**config.mk**
```make
export PLATFORM = sky130hd
export DESIGN_NAME = ast_seq
export DESIGN_NICKNAME = d
export VERILOG_FILES = /design/src/rtl/core/ast_pkg.sv /design/src/rtl/core/ast_seq.sv
export SDC_FILE = /design/constraint.sdc
export NUM_CORES = 1
export LEC_CHECK = 0
export BUFFER_PORTS_ARGS = -buffer_cell sky130_fd_sc_hd__buf_2
export CORE_AREA = 2 2 133 135
export DETAILED_ROUTE_END_ITERATION = 8
export DIE_AREA = 0 0 135 137
export GPL_TIMING_DRIVEN = 0
export PLACE_DENSITY_LB_ADDON = 0.05
export RECOVER_POWER = 25
export SLEW_MARGIN = 20
export SYNTH_ARGS = -nofsm -noshare
export SYNTH_HDL_FRONTEND = slang
export SYNTH_SLANG_ARGS = --single-unit
```
**constraint.sdc**
```tcl
create_clock -name i_clk -period 4.3 [get_ports i_clk]
set_clock_uncertainty 0.2 [all_clocks]
set_input_delay 0.215 -clock i_clk [delete_from_list [all_inputs] [get_ports i_clk]]
set_output_delay 0.215 -clock i_clk [all_outputs]
set_load 0.1 [all_outputs]
```
**src/rtl/core/ast_pkg.sv**
```systemverilog
// ----------------------------------------------------------------------------
// ast_pkg
// Shared types and constants of the address slot table: action and status
// codes, configuration register indexes, and the bundles between units.
// ----------------------------------------------------------------------------
package ast_pkg;

    localparam int HANDLE_W   = 64;
    localparam int NODE_W     = 20;
    localparam int PROC_W     = 9;
    localparam int SLOT_W     = 10;
    localparam int ACTION_W   = 2;
    localparam int CTX_W      = 6;
    localparam int STEP_W     = 11;
    localparam int CFG_IDX_W  = 2;
    localparam int CFG_DATA_W = 11;

    localparam int GROW_STEP_RESET = 256;

    // request actions
    localparam logic [ACTION_W-1:0] ACT_INSERT = 2'd0;
    localparam logic [ACTION_W-1:0] ACT_REMOVE = 2'd1;
    localparam logic [ACTION_W-1:0] ACT_LOOKUP = 2'd2;

    // configuration register indexes
    localparam logic [CFG_IDX_W-1:0] CFG_READ_ONLY    = 2'd0;
    localparam logic [CFG_IDX_W-1:0] CFG_CONTEXT_BITS = 2'd1;
    localparam logic [CFG_IDX_W-1:0] CFG_GROW_STEP    = 2'd2;

    typedef enum logic [1:0] {
        ST_OK      = 2'd0,
        ST_INVALID = 2'd1,
        ST_FULL    = 2'd2
    } t_status;

    typedef struct packed {
        t_status             status;
        logic [SLOT_W-1:0]   slot_index;
        logic [NODE_W-1:0]   found_node;
        logic [PROC_W-1:0]   found_process;
    } t_result;

    // write controls from the sequencer to the slot store
    typedef struct packed {
        logic mark_we;
        logic mark_val;
        logic data_we;
    } t_wr_ctl;

    // read request from the sequencer to the slot store
    typedef struct packed {
        logic rd_en;
    } t_rd_ctl;

endpackage

```
**src/rtl/core/ast_seq.sv**
```systemverilog
// ----------------------------------------------------------------------------
// ast_seq
// Request sequencer: clears the marks after reset, runs the next-fit scan
// with its cursor/size compare and growth adder, and builds each result.
// ----------------------------------------------------------------------------
module ast_seq #(
    parameter int TABLE_DEPTH = 1024,
    parameter int IW          = 10
) (
    input  logic                          i_clk,
    input  logic                          i_rst_n,
    // request side
    input  logic                          i_req,
    input  logic [ast_pkg::ACTION_W-1:0]  i_action,
    input  logic [ast_pkg::HANDLE_W-1:0]  i_handle,
    input  logic [ast_pkg::NODE_W-1:0]    i_node_id,
    input  logic [ast_pkg::PROC_W-1:0]    i_process_id,
    output logic                          o_idle,
    // configuration
    input  logic                          i_read_only,
    input  logic [ast_pkg::CTX_W-1:0]     i_context_bits,
    input  logic [ast_pkg::STEP_W-1:0]    i_grow_step,
    // result side
    output logic                          o_res_valid,
    input  logic                          i_res_take,
    output ast_pkg::t_result              o_res,
    // slot store
    output ast_pkg::t_rd_ctl              o_rd,
    output logic [IW-1:0]                 o_rd_addr,
    output ast_pkg::t_wr_ctl              o_wr,
    output logic [IW-1:0]                 o_wr_addr,
    output logic [ast_pkg::NODE_W-1:0]    o_wr_node,
    output logic [ast_pkg::PROC_W-1:0]    o_wr_proc,
    input  logic                          i_rd_mark,
    input  logic [ast_pkg::NODE_W-1:0]    i_rd_node,
    input  logic [ast_pkg::PROC_W-1:0]    i_rd_proc
);
    import ast_pkg::*;

    localparam int SW = $clog2(TABLE_DEPTH + 1);
    localparam int GW = ((SW > STEP_W) ? SW : STEP_W) + 1;
    localparam int ResetSize =
        (GROW_STEP_RESET < TABLE_DEPTH) ? GROW_STEP_RESET : TABLE_DEPTH;

    typedef enum logic [5:0] {
        S_CLEAR = 6'b000001,
        S_IDLE  = 6'b000010,
        S_SCAN  = 6'b000100,
        S_TEST  = 6'b001000,
        S_LOOK  = 6'b010000,
        S_DONE  = 6'b100000
    } t_state;

    t_state                 r_state, n_state;
    logic [SW-1:0]          r_cursor, n_cursor;
    logic [SW-1:0]          r_active, n_active;
    t_result                r_res, n_res;
    logic [NODE_W-1:0]      r_node, n_node;
    logic [PROC_W-1:0]      r_proc, n_proc;

    logic [HANDLE_W-1:0]    in_idx;
    logic                   in_range;
    logic [SLOT_W-1:0]      in_slot;
    logic [SW+SLOT_W-1:0]   cursor_ext;
    logic [GW-1:0]          step_ext;
    logic [GW-1:0]          grown;
    logic                   cursor_lt;

    // mask off the context bits, then bound against the active size
    assign in_idx    = i_handle & ({HANDLE_W{1'b1}} >> i_context_bits);
    assign in_range  = in_idx < HANDLE_W'(r_active);
    assign in_slot   = in_idx[SLOT_W-1:0];
    assign cursor_ext = {{SLOT_W{1'b0}}, r_cursor};

    // cursor/size compare and growth adder of the scan
    assign cursor_lt = r_cursor < r_active;
    assign step_ext  = (i_grow_step == '0) ? GW'(1) : GW'(i_grow_step);
    assign grown     = GW'(r_active) + step_ext;

    always_comb begin
        n_state   = r_state;
        n_cursor  = r_cursor;
        n_active  = r_active;
        n_res     = r_res;
        n_node    = r_node;
        n_proc    = r_proc;
        o_rd      = '0;
        o_rd_addr = r_cursor[IW-1:0];
        o_wr      = '0;
        o_wr_addr = r_cursor[IW-1:0];
        o_wr_node = r_node;
        o_wr_proc = r_proc;

        case (r_state)
            S_CLEAR: begin
                o_wr.mark_we  = 1'b1;
                o_wr.mark_val = 1'b0;
                if (r_cursor == SW'(TABLE_DEPTH - 1)) begin
                    n_cursor = '0;
                    n_state  = S_IDLE;
                end else begin
                    n_cursor = r_cursor + SW'(1);
                end
            end
            S_IDLE: begin
                if (i_req) begin
                    n_node = i_node_id;
                    n_proc = i_process_id;
                    n_res  = '{status: ST_INVALID, slot_index: '0,
                               found_node: '0, found_process: '0};
                    case (i_action)
                        ACT_INSERT: begin
                            n_state = i_read_only ? S_DONE : S_SCAN;
                        end
                        ACT_REMOVE: begin
                            o_wr.mark_we   = in_range;
                            o_wr.mark_val  = 1'b0;
                            o_wr_addr      = in_idx[IW-1:0];
                            n_cursor       = '0;
                            n_res.status   = ST_OK;
                            n_res.slot_index = in_slot;
                            n_state        = S_DONE;
                        end
                        ACT_LOOKUP: begin
                            n_res.slot_index = in_slot;
                            o_rd.rd_en     = in_range;
                            o_rd_addr      = in_idx[IW-1:0];
                            n_state        = in_range ? S_LOOK : S_DONE;
                        end
                        default: begin
                            n_state = S_DONE;
                        end
                    endcase
                end
            end
            S_SCAN: begin
                if (cursor_lt) begin
                    o_rd.rd_en = 1'b1;
                    n_state    = S_TEST;
                end else if (r_active < SW'(TABLE_DEPTH)) begin
                    n_active = (grown > GW'(TABLE_DEPTH)) ? SW'(TABLE_DEPTH)
                                                          : grown[SW-1:0];
                end else begin
                    n_res.status = ST_FULL;
                    n_state      = S_DONE;
                end
            end
            S_TEST: begin
                n_cursor = r_cursor + SW'(1);
                if (!i_rd_mark) begin
                    // claim the free slot
                    o_wr.mark_we     = 1'b1;
                    o_wr.mark_val    = 1'b1;
                    o_wr.data_we     = 1'b1;
                    n_res.status     = ST_OK;
                    n_res.slot_index = cursor_ext[SLOT_W-1:0];
                    n_state          = S_DONE;
                end else begin
                    n_state = S_SCAN;
                end
            end
            S_LOOK: begin
                if (i_rd_mark) begin
                    n_res.status        = ST_OK;
                    n_res.found_node    = i_rd_node;
                    n_res.found_process = i_rd_proc;
                end
                n_state = S_DONE;
            end
            S_DONE: begin
                if (i_res_take) begin
                    n_state = S_IDLE;
                end
            end
            default: begin
                n_state = S_IDLE;
            end
        endcase
    end

    always_ff @(posedge i_clk) begin
        if (!i_rst_n) begin
            r_state  <= S_CLEAR;
            r_cursor <= '0;
            r_active <= SW'(ResetSize);
        end else begin
            r_state  <= n_state;
            r_cursor <= n_cursor;
            r_active <= n_active;
        end
    end

    always_ff @(posedge i_clk) begin
        r_res  <= n_res;
        r_node <= n_node;
        r_proc <= n_proc;
    end

    assign o_idle      = (r_state == S_IDLE);
    assign o_res_valid = (r_state == S_DONE);
    assign o_res       = r_res;

endmodule

```
# Yosys cells after proc, flatten, opt, wreduce, memory -nomap -nowiden
# Cells that the tools add are included.
# totals
word_cells	92
out_inout_bits	96
in_bits	147
reg_bits	98
# classes
shifts	1
order_cmp	4
addsub	2
bitwise	2
n_eq_ne	18
reduce_logical	14
n_mux	42
# ops
operator	count
$mux W10	7
$and A64 B64 Y64	1
$lt A64 B11 Y1	1
$shr A64 B6 Y64 const A	1
$pmux W29 S2	1
$mux W11	5
$mux W6	8
$mux W41	1
$pmux W6 S6	1
$pmux W11 S3	1
$mux W29	1
$pmux W10 S2	1
$add A11 B11 Y12	1
$gt A12 B11 Y1 const B	1
$mux W12	1
$ne A2 B2 Y1 const B	6
$pmux W6 S2	1
$reduce_and A3 Y1	4
$add A11 B1 Y11 const B	1
$eq A11 B10 Y1 const B	1
$logic_not A11 Y1	1
$lt A11 B11 Y1	1
$lt A11 B11 Y1 const B	1
$mux W2	5
24 further kinds	30

# Logic depth before layout (Yosys ltp)
# Gate-level depths: netlist of the first run.
# logic_depth
depth_word	7
ltp_mapped	13
depth_no_buf	12

# Worst setup path before layout of the first run
# No wires, ideal clock.
# synth_timing
path_kind	input port to output port
startpoint	input i_context_bits[5] (netlist bit)
endpoint	output o_wr[2] (netlist bit)
path_buffers	1
setup_slack_ps	92
cell_stages	10
t_required_ps	3885
t_arrival_ps	3793
path_cell_list	buf_1 > nand3_1 > o21ai_0 > inv_1 > ha_1 > a2111oi_0 > o21ai_0 > a311oi_1 > o211ai_1 > o221ai_1
# synth_lines
item	line_no	rtl
start: declaration	ast_seq.sv:21	input logic [ast_pkg::CTX_W-1:0] i_context_bits,
end: declaration	ast_seq.sv:30	output ast_pkg::t_wr_ctl o_wr,

==> results of run 1 <==
## state kept, by name (all words and copies together), names as in the netlist
register	cells
r_state	6
o_res	41
r_cursor	11
o_wr_node	20
o_wr_proc	9
r_active	11
## logic make-up (layout without fill, tap and decap cells)
| kind of cell | count (synthesis) | count (layout) | share of synthesized area, % |
|---|---|---|---|
| buffers and inverters | 68 | 381 | 4.59 |
| AOI/OAI and AO/OA | 180 | 180 | 19.2 |
| muxes | 3 | 3 | 0.555 |
| DFF | 98 | 98 | 45.4 |
| and+or+nand+nor | 220 | 220 | 20.0 |
| adders and majority gates | 36 | 36 | 7.82 |
| xor gates and xnor gates | 16 | 16 | 2.39 |
## path summary, 6_finish.rpt
path / end / start / slack, ns / depth (start not counted)
hold reg to reg: r_active[1] / r_active[1] / 0.28 / 2
setup / recovery: o_wr[2] / i_context_bits[2] / 0.20 / 15
hold / removal: r_active[1] / i_rst_n / 0.06 / 3
setup reg to reg: r_active[8] / r_active[0] / 0.97 / 10
## final cells by class
type                            instances  area share [%]
Buffer                                 29            1.49
Clock buffer                           10            2.78
Clock inverter                          6            1.08
Inverter                               36            1.64
Multi-Input combinational cell        455            35.7
Sequential cell                        98            32.3
Tap cell                              225            3.42
Timing Repair Buffer                  300            21.5
## where the power goes
part / leakage, nW / internal (mW) / switching, mW
Combinational: 2.45 / 0.181 / 0.336
Clock: 0.151 / 0.512 / 0.349
Sequential: 0.890 / 1.02 / 0.0243
Total: 3.49 / 1.72 / 0.710
## worst register-to-register path, stage by stage, from the launching register on
cell and delay [ns]:
dfxtp_1 0.39, ha_1 0.24, inv_1 0.07, fa_1 0.40, nor2b_1 0.18, o31ai_1 0.16
a211oi_2 0.41, mux2i_1 0.38, nand2_2 0.16, or4b_1 0.54, o221ai_2 0.13
## timing repair
item | CTS | global route
setup endpoints to repair | 0 | 2
gates resized for setup | 0 | 4
buffers inserted | 0 | 0
endpoints found under the hold margin | 58 | 0
hold buffers | 58 | 0
## layer usage
metal	GRT usage, %	vias up	routed length, µm
li1	-	2885	-
met3	3.30	24	1120
met4	5.50	2	232
met5	0	-	11
met1	23.6	2716	7930
met2	34.7	208	9200
## cell usage in the layout (no fill, tap or decap), types with 5 or more instances in the layout
cell type | synthesis | layout
and2_1 | 32 | 32
nor3_1 | 8 | 8
dlygate4sd3_1 | 0 | 58
nor2_1 | 32 | 32
nand3_1 | 16 | 16
inv_1 | 36 | 36
clkbuf_1 | 26 | 61
dfxtp_1 | 28 | 28
nand2_1 | 71 | 71
o211ai_1 | 5 | 5
nor4_1 | 12 | 12
o21a_1 | 5 | 5
o21ai_0 | 72 | 70
edfxtp_1 | 70 | 70
a21oi_1 | 37 | 36
o31ai_1 | 7 | 7
xnor2_1 | 6 | 6
xor2_1 | 10 | 10
ha_1 | 35 | 35
clkbuf_16 | 0 | 9
buf_2 | 2 | 204
a31oi_1 | 5 | 5
a21o_1 | 6 | 6
a2111oi_0 | 6 | 6
nor2b_1 | 12 | 12
==> impl_metrics.env, run 1 <==
export IMPL_yosys_cell_types_count=71
export IMPL_max_slew_margin_rel_pct=19.1
export IMPL_ios=243
export IMPL_drt_antenna_violating_nets=0
export IMPL_power_mw=2.43
export IMPL_worstSkewPairLatency_ns=0.34
export IMPL_path_cells="buf_2, buf_2, buf_1, nand3_1, o21ai_1, inv_1, ha_1, nand2_1, o21ai_0, a21oi_1, o21ai_0, a311oi_1, o211ai_1, o221ai_1, clkbuf_4"
export IMPL_path_max_fanout=10
export IMPL_multi_input_area_um2=2940
export IMPL_synth_edf_count=70
export IMPL_fmax_mhz=244
export IMPL_critPathRequiredTime_ns=3.88
export IMPL_cts_max_path_buffers=2
export IMPL_timing_final_hold_violations=0
export IMPL_critPathBufInv=5
export IMPL_diodes=0
export IMPL_synth_seq_area_share_pct=45.4
export IMPL_route_vias_total=5835
export IMPL_drt_pass1_iter_count=5
export IMPL_synth_nets=804
export IMPL_setup_viol=0
export IMPL_avgViaCountPerCell=5.03
export IMPL_place_congestion=0.901
export IMPL_slowest_delay_ns=0.44
export IMPL_cp_top_family="compound AO/OA/AOI/OAI gates"
export IMPL_yosys_top_cells_area="edfxtp_1 (36%), dfxtp_1 (9.6%), ha_1 (7.5%)"
export IMPL_regArea_um2=2660
export IMPL_grt_pass1_wl_um=28100
export IMPL_syn_inst=621
export IMPL_whs_ns=0.0630
export IMPL_finalInstanceArea_um2=8230
export IMPL_track_usage_pct=19.3
export IMPL_ys_top_cells_by_count="o21ai_0 (72), nand2_1 (71), edfxtp_1 (70), a21oi_1 (37), inv_1 (36)"
export IMPL_startpoint_type="input port"
export IMPL_post_synth_cell_area_avg_um2=9.44
export IMPL_numCtsBuffers=9
export IMPL_slew_viol_final=0
export IMPL_path_clk_slew_ns=0.06
export IMPL_grt_max_degree=30
export IMPL_hold_class="input port to register"
export IMPL_dpl_cell_area_um2=7390
export IMPL_die_w_um=135
export IMPL_cts_tree="done"
export IMPL_drt_iter0_markers=416
export IMPL_irDropWorstVdd_mv=0.218
export IMPL_wirelength_um=18500
export IMPL_synth_top_cell_area_share_pct=35.9
export IMPL_start_util_pct=34.4
export IMPL_io_buffers=241
export IMPL_fin_crit_sh_pct=95.4
export IMPL_htreeDepth=3
export IMPL_dpl_hpwl_um=14500
export IMPL_crit_type="input port to output pin"
export IMPL_ys_seq_elements=98
export IMPL_drcViolationCount=0
export IMPL_fin_tns_setup_ns=0
export IMPL_yosys_most_used_dff="edfxtp_1"
export IMPL_cts_num_sinks=98
export IMPL_async_reset_ff_share_pct=0
export IMPL_grt_pass1_vias=5721
export IMPL_rows=48
export IMPL_tightestPinTransition_ns=1.22
export IMPL_netlist_area_um2=5860
export IMPL_powerDensity_nw_per_um2=295
export IMPL_wl_per_cell_um=16.0
export IMPL_place_inst=1088
export IMPL_final_util_pct=48.3
export IMPL_worst_setup_path_end_kind="output pin"
export IMPL_yosysTopAreaCell="edfxtp_1"
export IMPL_setup_slack_ns=0.199
export IMPL_post_place_ws_ns=0.0384
export IMPL_grt_overflow=0
export IMPL_rsz0062_at_grt="no"
export IMPL_yosysWarnings=0
export IMPL_cts_root_buf="clkbuf_16"
export IMPL_dieArea_um2=18500
export IMPL_crit_slowest_cell="buf_1"
export IMPL_power_leakage_nw=3.49
export IMPL_syn_to_final_growth_pct=40.5
export IMPL_cap_violations=0
export IMPL_layout_drive_gt1_share_pct=26.6
export IMPL_grt_antenna_before_repair=1
export IMPL_status="finished, final reports clean"
export IMPL_fin_cells=1159
export IMPL_yosysMostFrequentCell="o21ai_0"
export IMPL_core_um2=17100
export IMPL_die_h_um=137
export IMPL_arrival_ns=3.69
export IMPL_num_nets_final=1112
export IMPL_num_fill_cells=1704
export IMPL_min_period_ns=4.10
Note: power is estimated with default switching activity, not from simulation.
==> run 2, diff against run 1 <==
--- a/config.mk
+++ b/config.mk
@@ -5,10 +5,11 @@
 export SDC_FILE = /design/constraint.sdc
 export NUM_CORES = 1
 export LEC_CHECK = 0
+export ABC_AREA = 1
 export BUFFER_PORTS_ARGS = -buffer_cell sky130_fd_sc_hd__buf_2
-export CORE_AREA = 2 2 133 135
+export CORE_AREA = 2 2 136 138
 export DETAILED_ROUTE_END_ITERATION = 8
-export DIE_AREA = 0 0 135 137
+export DIE_AREA = 0 0 138 140
 export GPL_TIMING_DRIVEN = 0
 export PLACE_DENSITY_LB_ADDON = 0.05
 export RECOVER_POWER = 25
==> impl_metrics.env, run 2 <==
export IMPL_fin_tns_setup_ns=0
export IMPL_post_cts_resized=0
export IMPL_synth_edf_count=70
export IMPL_critPathRequiredTime_ns=3.88
export IMPL_tightestPinTransition_ns=1.22
export IMPL_path_clk_slew_ns=0.07
export IMPL_final_util_pct=48.0
export IMPL_num_nets_final=1297
export IMPL_grt_overflow=0
export IMPL_slowest_delay_ns=0.58
export IMPL_start_util_pct=34.4
export IMPL_powerDensity_nw_per_um2=384
export IMPL_timing_final_hold_violations=0
export IMPL_syn_inst=800
export IMPL_track_usage_pct=19.4
export IMPL_cts_max_path_buffers=2
export IMPL_ys_top_cells_by_count="nand2_1 (199), inv_1 (133), nor2_1 (79), edfxtp_1 (70), o21ai_0 (57)"
export IMPL_wirelength_um=19100
export IMPL_yosysTopAreaCell="edfxtp_1"
export IMPL_power_mw=3.27
export IMPL_core_um2=17800
export IMPL_power_leakage_nw=4.12
export IMPL_regArea_um2=2660
export IMPL_cts_hold_buf=60
export IMPL_crit_type="input port to output pin"
export IMPL_die_h_um=140
export IMPL_max_slew_margin_rel_pct=18.8
export IMPL_drcViolationCount=0
export IMPL_yosys_most_used_dff="edfxtp_1"
export IMPL_multi_input_area_um2=2840
export IMPL_slew_viol_final=0
export IMPL_cts_setup_buffers=0
export IMPL_route_vias_total=6169
export IMPL_cts_root_buf="clkbuf_16"
export IMPL_cp_top_family="simple AND/OR/NAND/NOR gates"
export IMPL_wl_per_cell_um=14.2
export IMPL_io_buffers=241
export IMPL_cpMostUsedCell="nand2_1"
export IMPL_arrival_ns=3.38
export IMPL_layout_common_cells="buf_2 (212), nand2_1 (199), inv_1 (133)"
export IMPL_grt_pass1_wl_um=30300
export IMPL_yosys_top_cells_area="edfxtp_1 (34%), nand2_1 (12%), dfxtp_1 (9.2%)"
export IMPL_synth_seq_area_share_pct=43.5
export IMPL_place_congestion=0.854
export IMPL_syn_to_final_growth_pct=39.4
export IMPL_cap_violations=0
export IMPL_critPathBufInv=4
export IMPL_startpoint_type="input port"
export IMPL_cts_tree="done"
export IMPL_dpl_cell_area_um2=7690
export IMPL_largest_reg_flops=41
export IMPL_post_synth_cell_area_avg_um2=7.65
export IMPL_yosys_cell_types_count=43
export IMPL_grt_pass1_vias=5997
export IMPL_grt_max_degree=24
export IMPL_num_fill_cells=1841
export IMPL_hold_class="input port to register"
export IMPL_drt_iter0_markers=209
export IMPL_yosysMostFrequentCell="nand2_1"
export IMPL_yosysWarnings=0
export IMPL_fin_crit_sh_pct=88.2
export IMPL_ys_seq_elements=98
export IMPL_rsz0062_at_grt="no"
export IMPL_synth_top_cell_area_share_pct=34.3
export IMPL_cts_num_sinks=98
export IMPL_setup_viol=0
export IMPL_dpl_hpwl_um=15200
export IMPL_numCtsBuffers=9
export IMPL_path_cells="buf_2, nand2_1, inv_1, nand2_1, o21ai_0, inv_1, ha_1, a21oi_1, nor2_1, nor3_1, nand2_1, nand3_1, nand2_1, nor2_2, nand2_2, o211ai_1, buf_2"
export IMPL_path_max_fanout=9
export IMPL_drt_antenna_violating_nets=0
export IMPL_rows=49
export IMPL_fmax_mhz=264
export IMPL_async_reset_ff_share_pct=0
export IMPL_min_period_ns=3.79
export IMPL_finalInstanceArea_um2=8540
export IMPL_die_w_um=138
export IMPL_avgViaCountPerCell=4.58
export IMPL_synth_nets=983
export IMPL_status="finished, final reports clean"
export IMPL_grt_antenna_before_repair=1
export IMPL_dieArea_um2=19300
export IMPL_layout_drive_gt1_share_pct=23.6
export IMPL_crit_slowest_cell="o21ai_0"
export IMPL_worst_setup_path_end_kind="output pin"
export IMPL_diodes=0
export IMPL_irDropWorstVdd_mv=0.201
export IMPL_htreeDepth=3
export IMPL_worstSkewPairLatency_ns=0.35
export IMPL_whs_ns=0.0684
export IMPL_drt_pass1_iter_count=4
export IMPL_ios=243
export IMPL_final_common_cell="buf_2"
export IMPL_netlist_area_um2=6120
==> run 2: cells by family after synthesis <==
logic type / count (synthesis) / synth area share, %
AO/OA/AOI/OAI: 123 / 11.1
XOR/XNOR: 9 / 1.29
adder cells (fa/ha/maj): 36 / 7.48
buffers and inverters: 164 / 10.3
flip-flops: 98 / 43.5
AND/OR/NAND/NOR: 370 / 26.4
==> run 2: metrics by stage <==
step | cells | setup slack [ns]
6_report | 1348 | 0.506
5_1_grt | 1348 | 0.187
4_1_cts | 1348 | 0.423
3_5_place_dp | 1272 | 0.436
3_3_place_gp | 1270 | -0.345
2_1_floorplan | 800 | -0.737
==> run 2: power breakdown <==
part	internal (mW)	switching (mW)
clock network	0.414	0.395
registers	1.11	0.0367
logic	0.282	1.03
total	1.81	1.46
==> run 2: path summary, 6_finish.rpt <==
kind	from	end	slack, ns	depth (start not counted)
setup reg to reg	r_state[1]	o_res[24]	1.34	9
hold reg to reg	r_cursor[10]	r_cursor[10]	0.34	2
hold / removal	i_req	r_state[1]	0.07	4
setup / recovery	i_context_bits[3]	o_wr[2]	0.51	17
==> run 2: final cells by class <==
cell class / instances / share of cell area [%]
multi-input cells: 538 / 33.3
inverters: 139 / 6.14
clock buffers: 9 / 2.64
clock inverters: 7 / 0.865
plain buffers: 25 / 1.25
well taps: 229 / 3.36
flip-flops and latches: 98 / 31.2
repair buffers: 303 / 21.3
==> run 2: routing by layer <==
metal,routed length [µm],up-vias,global-route usage (%)
met5,13,-,0
met2,9370,169,34.3
met1,8640,2745,25.0
met3,824,18,3.15
met4,234,2,4.67
li1,-,3235,-
==> run 2: worst min-delay path: stages <==
cell	delay [ns]
buf_2	0.12
nor2_1	0.06
inv_1	0.10
a21oi_1	0.07
